==> src/hw/rtl/lkep_pkg.sv <==
`timescale 1ns / 1ps
// ----------------------------------------------------------------------------
// lkep_pkg
// Shared types and constants of the layered key event processor.
// ----------------------------------------------------------------------------
package lkep_pkg;

    localparam int LAYERS    = 3;
    localparam int KEY_W     = 5;
    localparam int LAYER_W   = 2;
    localparam int TYPE_W    = 4;
    localparam int VALUE_W   = 48;
    localparam int STAMP_W   = 32;
    localparam int CFG_W     = 16;
    localparam int CFG_IDX_W = 2;
    localparam int OP_W      = 2;
    localparam int MASK_W    = 2;

    localparam int S_TDATA_W = 96;
    localparam int M_TDATA_W = 64;

    localparam int QUEUE_DEPTH = 2;
    localparam int QPTR_W      = 1;
    localparam int QCNT_W      = 2;

    localparam logic [OP_W-1:0] OP_SAMPLE = 2'd0;
    localparam logic [OP_W-1:0] OP_KEYMAP = 2'd1;
    localparam logic [OP_W-1:0] OP_MASK   = 2'd2;

    localparam logic [TYPE_W-1:0] TYPE_EMPTY = 4'd0;
    localparam logic [TYPE_W-1:0] TYPE_FN    = 4'd5;
    localparam logic [TYPE_W-1:0] TYPE_FN2   = 4'd6;

    localparam logic [LAYER_W-1:0] LAYER_BASE = 2'd0;
    localparam logic [LAYER_W-1:0] LAYER_FN   = 2'd1;
    localparam logic [LAYER_W-1:0] LAYER_FN2  = 2'd2;
    localparam logic [LAYER_W-1:0] LAYER_NONE = 2'd3;

    localparam logic [CFG_IDX_W-1:0] CFG_DEBOUNCE = 2'd0;
    localparam logic [CFG_IDX_W-1:0] CFG_HOLD     = 2'd1;

    localparam logic [CFG_W-1:0] DEBOUNCE_RESET = 16'd5;
    localparam logic [CFG_W-1:0] HOLD_RESET     = 16'd500;

    typedef struct packed {
        logic [TYPE_W-1:0]  etype;
        logic [VALUE_W-1:0] value;
    } t_entry;

    typedef struct packed {
        logic [KEY_W-1:0]          key;
        logic [LAYER_W-1:0]        active;
        logic [LAYERS-1:0]         rel;
        logic                      press;
        t_entry [LAYERS-1:0]       entry;
    } t_job;

endpackage

==> src/hw/rtl/lkep_queue.sv <==
`timescale 1ns / 1ps
// ----------------------------------------------------------------------------
// lkep_queue
// Short job queue between the classifying front and the event sequencer.
// ----------------------------------------------------------------------------
module lkep_queue (
    input  logic           i_clk,
    input  logic           i_rst_n,
    input  logic           i_push_valid,
    output logic           o_push_ready,
    input  lkep_pkg::t_job i_push_job,
    output logic           o_pop_valid,
    input  logic           i_pop,
    output lkep_pkg::t_job o_pop_job
);
    import lkep_pkg::*;

    t_job              r_mem [QUEUE_DEPTH];
    logic [QPTR_W-1:0] r_wptr;
    logic [QPTR_W-1:0] r_rptr;
    logic [QCNT_W-1:0] r_count;
    logic              w_push;
    logic              w_pop;

    assign o_push_ready = (r_count != QCNT_W'(QUEUE_DEPTH));
    assign o_pop_valid  = (r_count != '0);
    assign o_pop_job    = r_mem[r_rptr];
    assign w_push       = i_push_valid && o_push_ready;
    assign w_pop        = i_pop && o_pop_valid;

    always_ff @(posedge i_clk) begin
        if (w_push) begin
            r_mem[r_wptr] <= i_push_job;
        end
    end

    always_ff @(posedge i_clk) begin
        if (!i_rst_n) begin
            r_wptr  <= '0;
            r_rptr  <= '0;
            r_count <= '0;
        end else begin
            if (w_push) begin
                r_wptr <= r_wptr + 1'b1;
            end
            if (w_pop) begin
                r_rptr <= r_rptr + 1'b1;
            end
            if (w_push && !w_pop) begin
                r_count <= r_count + 1'b1;
            end else if (w_pop && !w_push) begin
                r_count <= r_count - 1'b1;
            end
        end
    end

endmodule

==> config.mk <==
export PLATFORM = sky130hd
export DESIGN_NAME = lkep_queue
export DESIGN_NICKNAME = d
export VERILOG_FILES = /design/src/hw/rtl/lkep_pkg.sv /design/src/hw/rtl/lkep_queue.sv
export SDC_FILE = /design/constraint.sdc
export NUM_CORES = 1
export LEC_CHECK = 0
export BUFFER_PORTS_ARGS = -buffer_cell sky130_fd_sc_hd__buf_4
export CORE_MARGIN = 2
export CORE_UTILIZATION = 25
export CTS_BUF_LIST = sky130_fd_sc_hd__clkbuf_16
export CTS_CLUSTER_DIAMETER = 150
export CTS_CLUSTER_SIZE = 25
export DETAILED_ROUTE_END_ITERATION = 10
export HOLD_SLACK_MARGIN = 0.15
export PLACE_DENSITY = 0.45
export SYNTH_ARGS = -nofsm -noshare
export SYNTH_HDL_FRONTEND = slang
export SYNTH_SLANG_ARGS = --single-unit
==> constraint.sdc <==
create_clock -name i_clk -period 6.9 [get_ports i_clk]
set_clock_uncertainty 0.15 [all_clocks]
set_input_delay 0.345 -clock i_clk [delete_from_list [all_inputs] [get_ports i_clk]]
set_output_delay 0.345 -clock i_clk [all_outputs]
set_load 0.02 [all_outputs]
==> impl_metrics.env <==
export IMPL_grt_util_all_layers_pct=10.59
export IMPL_reg2regPathDepth=4
export IMPL_grt_pass1_vias=7349
export IMPL_synth_fp_nets=716
export IMPL_crit_chain="buf_4, mux2_4, buf_4"
export IMPL_dieArea_mm2=0.05317
export IMPL_drc_errors=0
export IMPL_seq_area_frac_synth_pct=78.92
export IMPL_grt_pass1_wl_um=43650
export IMPL_cts_path_max_buffers=3
export IMPL_r2r_start="r_count[0]$_SDFFE_PN0P_"
export IMPL_required_ns=6.40
export IMPL_fp_dieH_um=230.6
export IMPL_synth_top_flop_cell="edfxtp_1"
export IMPL_nets=1232
export IMPL_relSlewSlack_pct=31.45
export IMPL_cts_resized=0
export IMPL_vias=6764
export IMPL_power_frac_seq_pct=45.8
export IMPL_clock_latency_ns=0.53
export IMPL_final_hold_viol_count=0
export IMPL_crit_type="flip-flop to output pin"
export IMPL_p_sw_share_pct=30.51
export IMPL_ir_drop_v=0.0002152
export IMPL_dp_cells=1550
export IMPL_dr_pass1_iters=5
export IMPL_yosys_area_top_type="edfxtp_1"
export IMPL_p_switching_mw=1.775
export IMPL_core_mm2=0.05099
export IMPL_setup_violations=0
export IMPL_path_buf_inv=2
export IMPL_comb_power_share_pct=35.2
export IMPL_place_congestion=0.6818
export IMPL_instances_no_fill=1746
export IMPL_vias_per_cell=3.874
export IMPL_outcome="finished, final reports clean"
export IMPL_crit_arrival_ns=2.84
export IMPL_critPathMaxStageDelay_ns=0.89
export IMPL_synthTopCellsByArea="edfxtp_1 78%, mux2_4 15%, mux2_2 3.2%, buf_6 1.4%, dfxtp_1 0.78%"
export IMPL_clockPowerShare_pct=18.9
export IMPL_antenna_found_initial=1
export IMPL_setup_tns_ns=0
export IMPL_cpMostUsedCell="buf_4"
export IMPL_synth_most_common_cell="edfxtp_1"
export IMPL_synth_async_reset_ratio_pct=0
export IMPL_synth_area_mm2=0.01284
export IMPL_critPathLaunchType="flip-flop"
export IMPL_yosys_top_cells_count="334 x edfxtp_1, 130 x mux2_4, 37 x mux2_2"
export IMPL_hold_end="r_mem[0][8]$_DFFE_PP_"
export IMPL_hold_path_startpoint="i_push_job[8]"
export IMPL_cts_inserted_buffers=17
export IMPL_cts_sinks=339
export IMPL_post_cts_setup_buffers=0
export IMPL_place_hpwl_um=18340
export IMPL_fp_row_count=83
export IMPL_min_path_cells=2
export IMPL_endpoint_kind="output pin"
export IMPL_synth_top_area_share_pct=78.14
export IMPL_powerDensity_mw_per_mm2=318.0
export IMPL_wl_um=29190
export IMPL_max_freq_ghz=0.2996
export IMPL_ys_ff_latch=339
export IMPL_areaGrowthSynthToFinish_pct=42.50
export IMPL_htreeDepth=1
export IMPL_root_buffer="clkbuf_16"
export IMPL_synthCells=544
export IMPL_drt_iter0_markers=331
export IMPL_layout_drive_gt1_share_pct=50.42
export IMPL_ys_warn_count=0
export IMPL_crit_family="buffers and inverters"
export IMPL_p_leak_nw=6.911
export IMPL_slowest_stage="buf_4"
export IMPL_io_pins=340
export IMPL_syn_avg_cell_area_um2=23.60
export IMPL_internal_power_mw=4.043
export IMPL_min_period_ns=3.337
export IMPL_holdBufCountCts=171
export IMPL_antenna_left=0
export IMPL_synth_edf_count=334
export IMPL_die_w_um=230.6
export IMPL_rsz0062_at_grt="false"
export IMPL_numPortBuffers=339
export IMPL_finalMaxSlewViolations=0
export IMPL_grt_max_degree=82
export IMPL_hold_path_class="primary input to flip-flop"
export IMPL_r2r_slack_ns=4.07
export IMPL_wire_per_inst_um=16.72
export IMPL_worst_path_max_fanout=51
export IMPL_cts_tree="yes"
export IMPL_clkTransAtPathRegs_ns=0.10
export IMPL_period_share_pct=48.37
export IMPL_drv_cap=0
export IMPL_tightest_slew_ns=1.028
export IMPL_overflow=0
export IMPL_initial_core_util_pct=25.17
export IMPL_timing_rr_end="r_mem[0][121]$_DFFE_PP_"
export IMPL_ys_types=21
registers in the layout, summed over array words and instances, names as in the netlist, named ones only:
signal   count
r_count      2
r_mem      334
r_rptr       1
r_wptr       1
power by group through the flow:
stage	clock (mW)	sequential (mW)	combinational (mW)
floorplan	0	2.71	1.31
global placement	0	2.71	2.02
detailed placement	0	2.72	2.01
CTS	1.17	2.67	2.11
global route	1.23	2.70	2.17
finish	1.10	2.67	2.05
cells by family (layout without fill, tap and decap cells):
kind of cell | after synthesis | count (layout) | synth area share (%)
AOI/OAI and AO/OA | 5 | 5 | 0.2729
xor gates and xnor gates | 3 | 3 | 0.2047
adders and majority gates | 1 | 1 | 0.09746
buffers and inverters | 20 | 541 | 1.550
DFF | 339 | 339 | 78.92
muxes | 167 | 167 | 18.45
other | 0 | 1 | 0
and+or+nand+nor | 9 | 9 | 0.5069
how the worst max path moves through the flow:
stage                                          to  slack (ns)  cells after the start
after floorplan             r_mem[1][0]$_DFFE_PP_        1.72                      2
after global placement    r_mem[0][158]$_DFFE_PP_        3.96                      4
after detailed placement  r_mem[0][133]$_DFFE_PP_        3.93                      4
after CTS                           o_pop_job[69]        3.46                      3
after global routing                o_pop_job[24]        3.41                      3
final                               o_pop_job[24]        3.56                      3
layout by cell type (no fill, tap or decap), drive strengths merged:
cell | netlist | final
nand2b | 1 | 1
mux2 | 167 | 167
or2 | 1 | 1
buf | 19 | 345
or3 | 1 | 1
ha | 1 | 1
nand3b | 1 | 1
xor2 | 1 | 1
and3 | 1 | 1
a21bo | 1 | 1
xnor2 | 2 | 2
and2 | 4 | 4
clkinv | 0 | 1
a21boi | 2 | 2
edfxtp | 334 | 334
inv | 1 | 7
o21ai | 2 | 2
dlygate4sd3 | 0 | 171
dfxtp | 5 | 5
clkbuf | 0 | 17
diode | 0 | 1
area by class of cell:
cell class / count / area (µm²)
fillers: 4846 / 32700
clock inverters: 7 / 43.79
flip-flops and latches: 339 / 10130
diodes: 1 / 2.502
repair buffers: 516 / 4314
multi-input cells: 185 / 2512
clock buffers: 17 / 425.4
well taps: 680 / 850.8
inverters: 1 / 8.758
routing by layer:
metal / GRT usage [%] / vias up / part of all wire, %
met3: 2.433 / 33 / 5.8
met2: 18.72 / 172 / 50
met5: 0 / - / 0
li1: - / 3170 / -
met1: 12.85 / 3389 / 42
met4: 3.125 / 0 / 2.0
per-stage QoR:
step	hold slack (ns)	worst slack [ns]	utilization [%]	power, mW	instance area [µm²]
final	0.3750	3.563	35.87	5.817	18290
after global routing	0.3588	3.410	35.87	6.102	18290
after CTS	0.3321	3.462	35.87	5.956	18290
after detailed placement	0.3825	3.933	31.59	4.735	16110
after global placement	0.3806	3.964	31.59	4.726	16110
after floorplan	0.2939	1.722	-	4.014	12840
No activity file was read; power rests on OpenSTA's default activity.
