--- src/hw/rtl/lkep_pkg.sv ---
`timescale 1ns / 1ps
// ----------------------------------------------------------------------------
// lkep_pkg
// Shared types and constants of the layered key event processor.
// ----------------------------------------------------------------------------
package lkep_pkg;

    localparam int LAYERS    = 3;
    localparam int KEY_W     = 5;
    localparam int LAYER_W   = 2;
    localparam int TYPE_W    = 4;
    localparam int VALUE_W   = 48;
    localparam int STAMP_W   = 32;
    localparam int CFG_W     = 16;
    localparam int CFG_IDX_W = 2;
    localparam int OP_W      = 2;
    localparam int MASK_W    = 2;

    localparam int S_TDATA_W = 96;
    localparam int M_TDATA_W = 64;

    localparam int QUEUE_DEPTH = 2;
    localparam int QPTR_W      = 1;
    localparam int QCNT_W      = 2;

    localparam logic [OP_W-1:0] OP_SAMPLE = 2'd0;
    localparam logic [OP_W-1:0] OP_KEYMAP = 2'd1;
    localparam logic [OP_W-1:0] OP_MASK   = 2'd2;

    localparam logic [TYPE_W-1:0] TYPE_EMPTY = 4'd0;
    localparam logic [TYPE_W-1:0] TYPE_FN    = 4'd5;
    localparam logic [TYPE_W-1:0] TYPE_FN2   = 4'd6;

    localparam logic [LAYER_W-1:0] LAYER_BASE = 2'd0;
    localparam logic [LAYER_W-1:0] LAYER_FN   = 2'd1;
    localparam logic [LAYER_W-1:0] LAYER_FN2  = 2'd2;
    localparam logic [LAYER_W-1:0] LAYER_NONE = 2'd3;

    localparam logic [CFG_IDX_W-1:0] CFG_DEBOUNCE = 2'd0;
    localparam logic [CFG_IDX_W-1:0] CFG_HOLD     = 2'd1;

    localparam logic [CFG_W-1:0] DEBOUNCE_RESET = 16'd5;
    localparam logic [CFG_W-1:0] HOLD_RESET     = 16'd500;

    typedef struct packed {
        logic [TYPE_W-1:0]  etype;
        logic [VALUE_W-1:0] value;
    } t_entry;

    typedef struct packed {
        logic [KEY_W-1:0]          key;
        logic [LAYER_W-1:0]        active;
        logic [LAYERS-1:0]         rel;
        logic                      press;
        t_entry [LAYERS-1:0]       entry;
    } t_job;

endpackage

--- src/hw/rtl/lkep_back.sv ---
`timescale 1ns / 1ps
// ----------------------------------------------------------------------------
// lkep_back
// Walks the pending events of each job in layer order, press last, and
// drives the registered result stage.
// ----------------------------------------------------------------------------
module lkep_back (
    input  logic                          i_clk,
    input  logic                          i_rst_n,
    input  logic                          i_job_valid,
    input  lkep_pkg::t_job                i_job,
    output logic                          o_job_pop,
    output logic                          o_m_valid,
    input  logic                          i_m_ready,
    output logic [lkep_pkg::KEY_W-1:0]    o_m_key,
    output logic [lkep_pkg::LAYER_W-1:0]  o_m_layer,
    output logic [lkep_pkg::TYPE_W-1:0]   o_m_type,
    output logic [lkep_pkg::VALUE_W-1:0]  o_m_value,
    output logic                          o_m_release,
    output logic                          o_m_last
);
    import lkep_pkg::*;

    t_job               r_cur;
    logic [3:0]         r_pend;
    logic               r_out_valid;
    logic               w_have;
    logic               w_space;
    logic               w_emit;
    logic               w_load;
    logic [3:0]         w_sel_bit;
    logic [3:0]         w_left;
    logic [LAYER_W-1:0] w_sel_layer;
    logic               w_sel_rel;
    t_entry             w_sel_entry;

    always_comb begin
        if (r_pend[0]) begin
            w_sel_bit   = 4'b0001;
            w_sel_layer = LAYER_BASE;
            w_sel_rel   = 1'b1;
        end else if (r_pend[1]) begin
            w_sel_bit   = 4'b0010;
            w_sel_layer = LAYER_FN;
            w_sel_rel   = 1'b1;
        end else if (r_pend[2]) begin
            w_sel_bit   = 4'b0100;
            w_sel_layer = LAYER_FN2;
            w_sel_rel   = 1'b1;
        end else begin
            w_sel_bit   = 4'b1000;
            w_sel_layer = r_cur.active;
            w_sel_rel   = 1'b0;
        end
        w_sel_entry = r_cur.entry[w_sel_layer];
        w_left      = r_pend & ~w_sel_bit;
        w_have      = (r_pend != '0);
        w_space     = !r_out_valid || i_m_ready;
        w_emit      = w_have && w_space;
        w_load      = i_job_valid && (!w_have || (w_emit && (w_left == '0)));
    end

    assign o_job_pop = w_load;
    assign o_m_valid = r_out_valid;

    always_ff @(posedge i_clk) begin
        if (!i_rst_n) begin
            r_pend      <= '0;
            r_out_valid <= 1'b0;
        end else begin
            if (w_load) begin
                r_pend <= {i_job.press, i_job.rel};
            end else if (w_emit) begin
                r_pend <= w_left;
            end
            if (w_emit) begin
                r_out_valid <= 1'b1;
            end else if (i_m_ready) begin
                r_out_valid <= 1'b0;
            end
        end
    end

    always_ff @(posedge i_clk) begin
        if (w_load) begin
            r_cur <= i_job;
        end
        if (w_emit) begin
            o_m_key     <= r_cur.key;
            o_m_layer   <= w_sel_layer;
            o_m_type    <= w_sel_entry.etype;
            o_m_value   <= w_sel_entry.value;
            o_m_release <= w_sel_rel;
            o_m_last    <= (w_left == '0);
        end
    end

endmodule

--- config.mk ---
export PLATFORM = sky130hd
export DESIGN_NAME = lkep_back
export DESIGN_NICKNAME = d
export VERILOG_FILES = /design/src/hw/rtl/lkep_pkg.sv /design/src/hw/rtl/lkep_back.sv
export SDC_FILE = /design/constraint.sdc
export NUM_CORES = 1
export LEC_CHECK = 0
export ABC_AREA = 1
export BUFFER_PORTS_ARGS = -buffer_cell sky130_fd_sc_hd__buf_2
export CORE_AREA = 8 8 253 133
export CTS_CLUSTER_SIZE = 12
export DETAILED_ROUTE_END_ITERATION = 10
export DIE_AREA = 0 0 261 141
export SLEW_MARGIN = 25
export SYNTH_ARGS = -nofsm -noshare
export SYNTH_HDL_FRONTEND = slang
export SYNTH_SLANG_ARGS = --single-unit
--- constraint.sdc ---
create_clock -name i_clk -period 11.2 [get_ports i_clk]
set_input_delay 0.56 -clock i_clk [delete_from_list [all_inputs] [get_ports i_clk]]
set_output_delay 0.56 -clock i_clk [all_outputs]
set_load 0.05 [all_outputs]
==> flow_metrics.py <==
metrics = {
    "clock_tree": {
        "clk_path_buf_depth": 3,
        "cts.htree.levels": 1,
        "post_cts_buffers": 0,
        "clkSinkCount": 229,
        "clock-root-buffer": "clkbuf_16",
        "clk_transition_reported_paths_ns": 0.07,
        "numCtsBuffers": 23,
        "postCtsResizedCells": 0,
        "clk_latency_ns": 0.51,
        "cts_tree": "yes",
        "cts_hold_buf": 0,
    },
    "global_routing": {
        "grt_pass1_wl_mm": 32.5,
        "grt_use_total": 0.115,
        "grt-ovfl-total": 0,
        "antenna_found_initial": 1,
        "grt_pass1_vias": 5233,
        "grt_max_degree": 123,
    },
    "floorplan": {
        "ios": 234,
        "start_util": 0.277,
        "core.rowCount": 45,
        "chipHeight_um": 141,
        "fp.dieW_um": 261,
        "coreArea_um2": 30000,
        "die_area_um2": 36800,
    },
    "worst_setup_path": {
        "crit_top_cell": "nand2_1",
        "cp_cell_sequence": "nor2_1, nand2_1, nand2_1, nand3_1, a21oi_4, buf_12, buf_2",
        "path_buf_inv": 2,
        "crit_path_max_fanout": 122,
        "cp-start-kind": "flip-flop",
        "slowest_stage": "buf_12",
        "endpoint_kind": "output pin",
        "worst_path_largest_cell_delay_ns": 0.48,
        "cp_data_arrival_time_ns": 2.71,
        "cp_top_family": "buffers and inverters",
        "crit_cells": 7,
        "crit_type": "reg -> out",
        "rr_worst_depth": 5,
        "cp.required_ns": 10.64,
    },
    "sta": {
        "period_share": 0.292,
        "fmax_ghz": 0.305,
        "setup_viol": 0,
        "hold_viol": 0,
        "min_period_ns": 3.27,
        "grt_setup_unrepaired": "false",
        "drv_slew": 0,
        "tns_ns": 0,
        "relSlewSlack": 0.349,
        "fin_skew_ns": 0.0118,
        "worstMarginPinSlew_ns": 0.977,
        "holdWs_ns": 0.222,
    },
    "power": {
        "p_per_area_nw_per_um2": 218,
        "p_int_mw": 1.58,
        "pwr-share-clk": 0.301,
        "combinationalPowerShare": 0.209,
        "seq_power_share": 0.490,
        "leakagePower_nw": 3.97,
        "switchingPower_uw": 709,
        "p_sw_frac": 0.310,
        "peakVddDrop_mv": 0.112,
    },
    "drt": {
        "totalWireLength_mm": 22.1,
        "wl_per_cell_um": 19.1,
        "vias": 5039,
        "antenna_left": 0,
        "dr.pass1.iters": 6,
        "drcViolationCount": 0,
        "vias_per_cell": 4.37,
        "drt-initial-drc-count": 361,
    },
    "min_path": {
        "worst_hold_path.num_cells": 1,
        "min_path_type": "in -> reg",
    },
    "synthesis": {
        "synth_area_um2": 8300,
        "synth_cell_types": 22,
        "synthFlopType": "edfxtp_1",
        "syn-num-nets": 685,
        "yosysSeqAreaShare": 0.823,
        "yosysMostFrequentCell": "edfxtp_1",
        "synth_top_area_share": 0.811,
        "yosysTopAreaCell": "edfxtp_1",
        "netlist_instances": 514,
        "synth.area.top_cells": "edfxtp_1, nand3_1, o21ai_0",
        "synth-seq-cells": 229,
        "avgSynthCellArea_um2": 16.1,
        "synth_edf_count": 224,
        "synthArstFlopShare": 0,
        "synth_commonest_cells": "edfxtp_1, nand3_1, nor2_1",
        "yosys_warnings": 0,
    },
    "cells_and_area": {
        "area_growth_pct": 26.3,
        "fin_util": 0.350,
        "antenna_cells": 0,
        "layout.nets": 922,
        "drive_gt1_frac": 0.384,
    },
    "placement": {
        "place_congestion": 0.750,
        "io_buffers": 233,
        "hpwl_mm": 14.1,
    },
    "run": {
        "max_cap_viol_count": 0,
    },
    "status": {
        "status": "completed",
    },
}
## power groups by stage
| stage | combinational, mW | clock, mW | sequential (mW) |
|---|---|---|---|
| detailed placement | 0.489 | 0 | 1.14 |
| finish | 0.478 | 0.689 | 1.12 |
| floorplan | 0.158 | 0 | 1.34 |
| global placement | 0.484 | 0 | 1.14 |
| global route | 0.513 | 0.749 | 1.13 |
| CTS | 0.489 | 0.719 | 1.12 |
## layout by cell type (no fill, tap or decap)
cell type  instances
nor2_1            56
clkbuf_1           3
o21ai_0           44
buf_4              5
nand3_1           59
a21o_1             1
clkinv_1           2
nor3_1             1
o21ai_2           20
a21oi_4            1
clkinv_2           1
o21ai_4            1
and2_2             1
buf_12             1
o211ai_1           4
a21boi_0           1
edfxtp_1         224
bufinv_16          1
inv_2              2
clkbuf_16         23
inv_6              1
o21ai_1           40
dfxtp_1            5
nand2_1           16
buf_2            233
inv_1              9
## worst register-to-register path: stages (launching register included)
cell	delay (ns)
dfxtp_1	0.37
nor2_1	0.12
nand2_1	0.24
nand2_1	0.22
clkinv_2	0.07
buf_4	0.76
## worst paths after layout
check / startpoint / to / slack (ns)
hold reg to reg: r_cur[164] / o_m_key[2] / 0.42
setup / recovery: r_pend[0] / o_job_pop / 7.93
setup reg to reg: r_pend[0] / o_m_value[8] / 9.00
hold / removal: i_job[75] / r_cur[75] / 0.22
## routing by layer
metal  GRT usage  part of all wire  vias to the layer above
met5           0           0.00059                        -
met4      0.0246             0.019                        2
met3      0.0353             0.072                       30
met2       0.185              0.46                      180
met1       0.153              0.44                     2437
li1            -                 -                     2390
## kinds of logic (layout without fill, tap and decap cells)
kind of cell,after synthesis,in the layout,synth area share
compound gates,112,112,0.0784
buf+inv,40,281,0.0293
simple gates,133,133,0.0695
flops,229,229,0.823
## layout make-up
class / instances / area (um^2)
clock buffers: 26 / 587
inverters: 13 / 55.1
repair buffers: 239 / 1220
fillers: 2923 / 19500
clock inverters: 3 / 37.5
flip-flops and latches: 229 / 6830
well taps: 399 / 499
multi-input cells: 245 / 1250
## stage by stage
stage	total power [mW]	instances	instance area (um^2)	setup slack, ns
floorplan	1.49	514	8300	1.06
global placement	1.62	1125	9860	8.51
detailed placement	1.63	1125	9860	8.44
CTS	2.33	1154	10500	7.88
global route	2.39	1154	10500	7.69
finish	2.29	1154	10500	7.93
## registers in the layout, summed over array words and instances, names as in the netlist
name         cells
o_m_key          5
o_m_last         1
o_m_layer        2
o_m_release      1
o_m_type         4
o_m_valid        1
o_m_value       48
r_cur          163
r_pend           4
No activity file was read; power rests on OpenSTA's default activity.
